--- config.mk ---
export PLATFORM = sky130hd
export DESIGN_NAME = hwm_maxcmp
export DESIGN_NICKNAME = d
export VERILOG_FILES = /design/src/design/hwm_pkg.sv /design/src/design/hwm_maxcmp.sv
export SDC_FILE = /design/constraint.sdc
export NUM_CORES = 1
export LEC_CHECK = 0
export BUFFER_PORTS_ARGS = -buffer_cell sky130_fd_sc_hd__clkbuf_2
export CAP_MARGIN = 20
export CORE_ASPECT_RATIO = 1.5
export CORE_MARGIN = 10
export CORE_UTILIZATION = 45
export DETAILED_ROUTE_END_ITERATION = 7
export PLACE_DENSITY = 0.95
export RECOVER_POWER = 25
export SYNTH_ARGS = -nofsm -noshare
export SYNTH_HDL_FRONTEND = slang
export SYNTH_SLANG_ARGS = --single-unit
--- constraint.sdc ---
create_clock -name vclk -period 7.05
set_clock_uncertainty 0.2 [all_clocks]
set_input_delay 0.3525 -clock vclk [all_inputs]
set_output_delay 0.3525 -clock vclk [all_outputs]
set_load 0.05 [all_outputs]
--- src/design/hwm_pkg.sv ---
// shared types and constants for the history window block
package hwm_pkg;
    localparam int unsigned OP_W    = 2;
    localparam int unsigned IDX_W   = 2;
    localparam int unsigned VAL_W   = 64;
    localparam int unsigned POS_W   = 8;
    localparam int unsigned CFG_W   = 9;
    localparam int unsigned STAT_W  = 2;

    localparam logic [OP_W-1:0] OP_TICK = 2'd0;
    localparam logic [OP_W-1:0] OP_SET  = 2'd1;
    localparam logic [OP_W-1:0] OP_ACC  = 2'd2;
    localparam logic [OP_W-1:0] OP_READ = 2'd3;

    localparam logic [STAT_W-1:0] ST_OK        = 2'd0;
    localparam logic [STAT_W-1:0] ST_BAD_INDEX = 2'd1;
    localparam logic [STAT_W-1:0] ST_NO_WIDTH  = 2'd2;

    localparam logic [VAL_W-1:0] VAL_MAX = {VAL_W{1'b1}};

    typedef struct packed {
        logic [OP_W-1:0]  operation;
        logic [IDX_W-1:0] series_index;
        logic [VAL_W-1:0] sample_value;
        logic [POS_W-1:0] slot_position;
    } t_in_item;

    typedef struct packed {
        logic [VAL_W-1:0]  read_value;
        logic              read_valid;
        logic [VAL_W-1:0]  window_max;
        logic [POS_W-1:0]  current_slot;
        logic [STAT_W-1:0] status;
    } t_out_item;
endpackage

--- src/design/hwm_maxcmp.sv ---
// compare unit of the maximum scan
module hwm_maxcmp (
    input  logic [hwm_pkg::VAL_W-1:0] i_a,
    input  logic [hwm_pkg::VAL_W-1:0] i_b,
    input  logic                      i_en,
    output logic [hwm_pkg::VAL_W-1:0] o_max
);
    import hwm_pkg::*;
    assign o_max = (i_en && (i_b > i_a)) ? i_b : i_a;
endmodule

==> results of run 1 <==
area by class of cell:
type | instances | area share
multi-input cells | 230 | 0.620
repair buffers | 194 | 0.282
inverters | 66 | 0.0731
well taps | 68 | 0.0251
cell usage after synthesis (all sizes together):
cell type,count,area [sq um]
and4,7,61.3
nor4,1,12.5
o31ai,1,7.51
nand2,20,75.1
a21boi,1,7.51
o21a,1,7.51
a211oi,2,15.0
nor2,5,18.8
ha,64,801
a221oi,4,35.0
o2bb2ai,1,8.76
a311oi,1,15.0
buf,6,67.6
o21ai,9,45.0
o211ai,1,7.51
nor2b,1,6.26
nor3,3,15.0
nand3,6,30.0
inv,66,248
nand4,8,50.1
or4,2,15.0
a21oi,28,151
mux2,64,721
through the flow:
step	hold WS (ns)	utilization	total power [mW]	std cells
after CTS	0.971	0.661	0.343	558
after global routing	0.998	0.656	0.366	558
after detailed placement	0.970	0.661	0.341	558
final	0.968	0.656	0.338	558
after global placement	0.967	0.661	0.330	558
after floorplan	0.801	-	0.244	302
power by group:
part,switching (mW),total (mW),internal (mW)
Clock,0,0,0
Combinational,0.224,0.338,0.114
Sequential,0,0,0
Total,0.224,0.338,0.114
final timing paths:
path / from / endpoint / slack (ns)
hold / removal: i_a[5] / o_max[5] / 0.97
setup / recovery: i_a[59] / o_max[3] / 2.48
kinds of logic (layout without fill, tap and decap cells):
logic type | Yosys count | count (layout) | share of synthesized area
buffers and inverters | 72 | 260 | 0.130
multiplexers | 64 | 64 | 0.298
AND/OR/NAND/NOR | 53 | 53 | 0.117
AO/OA/AOI/OAI | 49 | 49 | 0.124
adder cells (fa/ha/maj) | 64 | 64 | 0.331
layer usage:
layer	vias up	track usage
li1	1462	-
met1	1334	0.169
met2	134	0.381
met3	22	0.0596
met4	0	0.0505
met5	-	0
==> impl_metrics.ini, run 1 <==
[run_status]
run_status = finished clean

[hold_path]
holdCritPathClass = primary input to output port
min_path_cells = 3

[synth]
yosys_warning_total = 0
syn-cell-area_sq_um = 2420
syn_avg_cell_area_sq_um = 8.02
ys_seq_area_frac = 0
synthesis.nets = 495
synthCells = 302
yosysUniqueCellTypes = 25

[placed_design]
port-buffer-count = 193
place_worst_setup_slack_ns = 2.55
dpl_cell_area_sq_um = 3410
post-dp-hpwl_mm = 8.43
globalplace.congestion = 0.869

[floorplanning]
placementRows = 32
placeableCoreArea_sq_um = 5160
top_level_i_o_count = 193
die_outline_area_sq_um = 8770
initial_core_util = 0.469
die_h_um = 110
die_x_um = 79.9

[critical_path]
critPathRequiredTime_ns = 6.50
setup.worst_path.class = primary input to output port
critPathBufInv = 4
crit_chain = clkbuf_2, inv_1, ha_1, nand4_1, nor4_1, nand4_1, nor3_1, a311oi_2, a21oi_4, buf_4, mux2_1, clkbuf_2
worst_setup_end_kind = output port
slowest_stage_delay_on_critical_path_ns = 0.80
path_max_fanout = 33
critical-path-top-delay-family = simple AND/OR/NAND/NOR gates
crit_arrival_ns = 4.02
worstSetupStartpointType = primary input
critical_path_depth = 12
critical_path.slowest_cell = sky130_fd_sc_hd__a21oi_4

[cells_and_area]
final-seq-area_sq_um = 0
layout_common_cells = 179 x sky130_fd_sc_hd__clkbuf_2, 66 x sky130_fd_sc_hd__inv_1, 64 x sky130_fd_sc_hd__ha_1, 53 x sky130_fd_sc_hd__mux2_2, 27 x sky130_fd_sc_hd__a21oi_1
most_common_library_cell_in_the_layout_ignoring_fill_and_taps = sky130_fd_sc_hd__clkbuf_2
synthToLayoutAreaGrowth_pct = 39.9
layout.filler_cells = 435
nClkBuffers = 0
fin_area_sq_um = 3390
finish.net_count = 685
flops_and_latches = 0
inserted_diodes = 0
drive_above_1_share = 0.480
multi_input_area_sq_um = 2100

[timing]
finalSetupViolCount = 0
final.min_clock_period_ns = 4.57
totalNegativeSetupSlack_ns = 0
report.final.slew_viol_count = 0
final_critical_path_setup_slack_ns = 2.48
achievable-frequency_mhz = 219
final.period_utilization = 0.648
finalHoldViolations = 0
actual_slew_at_the_worst_max_slew_pin_ns = 0.995
rel_slew_slack = 0.335
grt_setup_unrepaired = false

[power_and_ir_drop]
power.density_cell_area_nw_per_um2 = 99.8
max-vdd-ir-drop_mv = 0.0665
leakagePower_nw = 2.03

[grt]
grt_first_pass_wirelength_mm = 14.0
vias_in_the_first_global_route = 3314
grt_total_ovfl = 0
antenna_found_initial = 0
grt_max_degree = 34
gr-usage-all-layers = 0.187

[route]
detailroute.wirelength.met3_um = 867
post_drt_wl_per_cell_um = 16.1
vias = 2952
routedLengthMet1_mm = 2.96
vias_per_cell = 5.29
met2_wirelength_mm = 4.91
route.top_layer_used = met4
first_pass_iters = 4
dr_drc_count = 0
drt-total-wl_mm = 8.97
drtAntennaViolNets = 0
detail_route.iter0.violations = 53

[clocking]
cts_resized = 0
post-cts-setup-buffers = 0
postCtsHoldBufs = 0

[job]
timing.max_cap.violations = 0
Power figures use the tool's default switching activity.
==> inputs of run 2 (changes only) <==
--- a/config.mk
+++ b/config.mk
@@ -9,9 +9,9 @@
 export CAP_MARGIN = 20
 export CORE_ASPECT_RATIO = 1.5
 export CORE_MARGIN = 10
-export CORE_UTILIZATION = 45
+export CORE_UTILIZATION = 42
 export DETAILED_ROUTE_END_ITERATION = 7
-export PLACE_DENSITY = 0.95
+export PLACE_DENSITY = 0.91
 export RECOVER_POWER = 25
 export SYNTH_ARGS = -nofsm -noshare
 export SYNTH_HDL_FRONTEND = slang
==> constraint.sdc (replaced) <==
create_clock -name vclk -period 4.3
set_clock_uncertainty 0.2 [all_clocks]
set_input_delay 0.215 -clock vclk [all_inputs]
set_output_delay 0.215 -clock vclk [all_outputs]
set_load 0.05 [all_outputs]
==> run 2 against run 1 <==
Net effect:
- worst hold slack got worse by 0.27 ns
- largest cell class unchanged
- clock-buffer cell count stayed put
- utilization decreased by 4.1 points
- largest power group unchanged
- final cell count rose by 0.36%
- critical path type unchanged
==> impl_metrics.ini, run 2 (synthesis results as in run 1) <==
[clocking]
post-cts-setup-buffers = 0
postCtsHoldBufs = 0
cts_resized = 0

[route]
drtAntennaViolNets = 0
vias_per_cell = 5.19
drt-total-wl_mm = 8.84
first_pass_iters = 4
dr_drc_count = 0
detail_route.iter0.violations = 59
vias = 2908
post_drt_wl_per_cell_um = 15.8

[critical_path]
critPathRequiredTime_ns = 3.88
crit_arrival_ns = 3.29
worst_setup_end_kind = output port
setup.worst_path.class = primary input to output port
crit_top_cell = sky130_fd_sc_hd__nand4_1
crit_chain = clkbuf_2, inv_1, ha_1, nand4_1, nor4_1, nand4_1, nor3_1, a311oi_2, a21oi_4, buf_12, mux2_2, clkbuf_1
critical_path.slowest_cell = sky130_fd_sc_hd__nor4_1
slowest_stage_delay_on_critical_path_ns = 0.57
path_max_fanout = 64
worstSetupStartpointType = primary input

[placed_design]
post-dp-hpwl_mm = 8.29
port-buffer-count = 193
place.detailed.instances = 560
place_worst_setup_slack_ns = 0.762
globalplace.congestion = 0.908

[timing]
grt_setup_unrepaired = false
actual_slew_at_the_worst_max_slew_pin_ns = 0.622
achievable-frequency_mhz = 270
rel_slew_slack = 0.587
final.period_utilization = 0.862
totalNegativeSetupSlack_ns = 0
finalSetupViolCount = 0
finalHoldViolations = 0
hold_slack_ns = 0.701
final_critical_path_setup_slack_ns = 0.592
final.min_clock_period_ns = 3.71
report.final.slew_viol_count = 0

[cells_and_area]
drive_above_1_share = 0.480
most_common_library_cell_in_the_layout_ignoring_fill_and_taps = sky130_fd_sc_hd__clkbuf_2
multi_input_area_sq_um = 2100
nClkBuffers = 0
flops_and_latches = 0
finish.net_count = 685
layout_common_cells = 179 x sky130_fd_sc_hd__clkbuf_2, 66 x sky130_fd_sc_hd__inv_1, 64 x sky130_fd_sc_hd__ha_1, 53 x sky130_fd_sc_hd__mux2_2, 27 x sky130_fd_sc_hd__a21oi_1
final-seq-area_sq_um = 0
inserted_diodes = 0
synthToLayoutAreaGrowth_pct = 40.6
layout.filler_cells = 485
final_cells = 560

[hold_path]
holdCritPathClass = primary input to output port

[power_and_ir_drop]
max-vdd-ir-drop_mv = 0.0995
leakagePower_nw = 2.03
clock_power_share = 0
power_frac_comb = 1.000
power.density_cell_area_nw_per_um2 = 163
switchingPower_mw = 0.367
sequentialPowerShare = 0
p_int_mw = 0.188
power.switching_fraction = 0.661

[floorplanning]
die_h_um = 113
initial_core_util = 0.438
die_x_um = 82.0
placementRows = 33
top_level_i_o_count = 193
die_outline_area_sq_um = 9260
placeableCoreArea_sq_um = 5530

[grt]
antenna_found_initial = 0
grt_max_degree = 65
grt_first_pass_wirelength_mm = 13.8
vias_in_the_first_global_route = 3194
gr-usage-all-layers = 0.176
grt_total_ovfl = 0

[run_status]
run_status = finished clean

[job]
timing.max_cap.violations = 0
==> run 2: area by class of cell <==
cell class / count / share of cell area
timing repair buffer: 194 / 0.285
multi-input combinational: 230 / 0.617
tap: 70 / 0.0257
inverter: 66 / 0.0728
==> run 2: path summary, 6_finish.rpt <==
| check | from | end | depth (start not counted) |
|---|---|---|---|
| worst max-delay path | i_a[59] | o_max[53] | 12 |
| worst min-delay path | i_a[13] | o_max[13] | 3 |
==> run 2: power groups by stage <==
stage	Combinational, mW	Sequential, mW	Clock (mW)
final	0.555	0	0
after global routing	0.603	0	0
after CTS	0.565	0	0
after detailed placement	0.562	0	0
after global placement	0.545	0	0
after floorplan	0.401	0	0
==> run 2: critical path: cells and delay by family <==
kind            cells  cell delay [ns]
simple gates        4             1.30
buf+inv             4             0.92
fa+ha+maj           1             0.30
compound gates      2             0.28
mux                 1             0.22
==> run 2: per-layer routing <==
| metal | share of wire | wire length (um) | vias to the layer above | global-route usage |
|---|---|---|---|---|
| met3 | 0.094 | 831 | 20 | 0.0380 |
| met4 | 0.030 | 269 | 0 | 0.0478 |
| li1 | - | - | 1462 | - |
| met5 | 0 | 0 | - | 0 |
| met1 | 0.34 | 3010 | 1289 | 0.169 |
| met2 | 0.53 | 4720 | 137 | 0.349 |
==> run 2: metrics by stage <==
stage / power, mW / instance area, sq um / util
after floorplan: 0.401 / 2420 / -
after global placement: 0.545 / 3430 / 0.619
after detailed placement: 0.562 / 3430 / 0.619
after CTS: 0.565 / 3430 / 0.619
after global routing: 0.603 / 3400 / 0.615
final: 0.555 / 3400 / 0.615
==> inputs of run 3 (changes only) <==
--- a/config.mk
+++ b/config.mk
@@ -7,11 +7,13 @@
 export LEC_CHECK = 0
 export BUFFER_PORTS_ARGS = -buffer_cell sky130_fd_sc_hd__clkbuf_2
 export CAP_MARGIN = 20
+export CELL_PAD_IN_SITES_DETAIL_PLACEMENT = 1
+export CELL_PAD_IN_SITES_GLOBAL_PLACEMENT = 1
 export CORE_ASPECT_RATIO = 1.5
 export CORE_MARGIN = 10
-export CORE_UTILIZATION = 42
+export CORE_UTILIZATION = 28
 export DETAILED_ROUTE_END_ITERATION = 7
-export PLACE_DENSITY = 0.91
+export PLACE_DENSITY = 0.92
 export RECOVER_POWER = 25
 export SYNTH_ARGS = -nofsm -noshare
 export SYNTH_HDL_FRONTEND = slang
==> run 3 against run 2 <==
Net effect:
- design area is 1.1% higher
- clock-buffer cell count stayed put
- non-clock buffer count is 1 higher
- via count is 1.8% higher
- sequential share of layout area stayed put
- global-route usage is 2.9 points lower
- routed wire length is 15% higher
- total power is 0.63% higher
- sequential cell count stayed put
- die area is 39% higher
- critical endpoint is now o_max[58]
- largest cell class unchanged
==> impl_metrics.ini, run 3 (synthesis results as in run 1) <==
[timing]
rel_slew_slack = 0.599
totalNegativeSetupSlack_ns = 0
actual_slew_at_the_worst_max_slew_pin_ns = 0.596
achievable-frequency_mhz = 257
final.period_utilization = 0.905
finalSetupViolCount = 0
final.min_clock_period_ns = 3.89
report.final.slew_viol_count = 0
grt_setup_unrepaired = false
finalHoldViolations = 0

[critical_path]
path_max_fanout = 46
worst_setup_end_kind = output port
crit_arrival_ns = 3.48
worstSetupStartpointType = primary input
critPathRequiredTime_ns = 3.88
setup.worst_path.class = primary input to output port

[route]
dr_drc_count = 0
vias_per_cell = 4.95
drt-total-wl_mm = 10.1
post_drt_wl_per_cell_um = 16.9
drtAntennaViolNets = 0
detail_route.iter0.violations = 26
first_pass_iters = 2
vias = 2959

[grt]
grt_total_ovfl = 0
grt_max_degree = 47
antenna_found_initial = 1
gr-usage-all-layers = 0.147
vias_in_the_first_global_route = 3387
grt_first_pass_wirelength_mm = 15.7

[floorplanning]
die_x_um = 95.9
die_outline_area_sq_um = 12800
placementRows = 41
top_level_i_o_count = 193
initial_core_util = 0.288
die_h_um = 134
placeableCoreArea_sq_um = 8410

[cells_and_area]
synthToLayoutAreaGrowth_pct = 42.2
finish.net_count = 686
final-seq-area_sq_um = 0
flops_and_latches = 0
drive_above_1_share = 0.481
most_common_library_cell_in_the_layout_ignoring_fill_and_taps = sky130_fd_sc_hd__clkbuf_2
layout.filler_cells = 1144
multi_input_area_sq_um = 2100
layout_common_cells = 180 x sky130_fd_sc_hd__clkbuf_2, 66 x sky130_fd_sc_hd__inv_1, 64 x sky130_fd_sc_hd__ha_1, 53 x sky130_fd_sc_hd__mux2_2, 27 x sky130_fd_sc_hd__a21oi_1
nClkBuffers = 0
inserted_diodes = 0

[run_status]
run_status = finished clean

[job]
timing.max_cap.violations = 0

[placed_design]
post-dp-hpwl_mm = 9.66
port-buffer-count = 193
globalplace.congestion = 0.894

[power_and_ir_drop]
power.total_mw = 0.559
power.density_cell_area_nw_per_um2 = 162
leakagePower_nw = 2.03
max-vdd-ir-drop_mv = 0.0638

[clocking]
cts_resized = 0
postCtsHoldBufs = 0
post-cts-setup-buffers = 0

[hold_path]
holdCritPathClass = primary input to output port
[run 3: layout make-up]
class | instances | share of cell area
timing repair buffer | 195 | 0.279
tap | 107 | 0.0389
inverter | 66 | 0.0720
multi-input combinational | 230 | 0.610
[run 3: path summary, 6_finish.rpt]
| kind | startpoint | endpoint | slack, ns | depth (start not counted) |
|---|---|---|---|---|
| min | i_a[8] | o_max[8] | 0.70 | 3 |
| max | i_a[59] | o_max[58] | 0.41 | 12 |
[run 3: routing by layer]
layer | wire length [um] | share of wire | up-vias | track usage
li1 | - | - | 1461 | -
met1 | 3090 | 0.31 | 1377 | 0.124
met2 | 6010 | 0.59 | 113 | 0.322
met3 | 942 | 0.093 | 6 | 0.0425
met4 | 66 | 0.0065 | 2 | 0.00822
met5 | 13 | 0.0013 | - | 0
[run 3: worst max-delay path: stages]
cell	delay, ns
sky130_fd_sc_hd__clkbuf_2	0.09
sky130_fd_sc_hd__inv_1	0.04
sky130_fd_sc_hd__ha_1	0.31
sky130_fd_sc_hd__nand4_1	0.19
sky130_fd_sc_hd__nor4_1	0.59
sky130_fd_sc_hd__nand4_1	0.33
sky130_fd_sc_hd__nor3_1	0.27
sky130_fd_sc_hd__a311oi_2	0.08
sky130_fd_sc_hd__a21oi_4	0.17
sky130_fd_sc_hd__buf_4	0.52
sky130_fd_sc_hd__mux2_1	0.41
sky130_fd_sc_hd__clkbuf_2	0.25
[run 3: power by group]
part / switching [mW] / internal (mW) / leakage (nW)
registers: 0 / 0 / 0
clock network: 0 / 0 / 0
logic: 0.371 / 0.187 / 2.03
total: 0.371 / 0.187 / 2.03
[run 3: metrics by stage]
step / hold WS, ns / setup WS [ns] / area, sq um / std cells / utilization
3_5_place_dp: 0.701 / 0.523 / 3470 / 598 / 0.412
6_report: 0.699 / 0.407 / 3440 / 598 / 0.409
5_1_grt: 0.709 / 0.172 / 3440 / 598 / 0.409
3_3_place_gp: 0.694 / 0.611 / 3470 / 598 / 0.412
2_1_floorplan: 0.526 / 1.31 / 2420 / 302 / -
4_1_cts: 0.703 / 0.502 / 3470 / 598 / 0.412
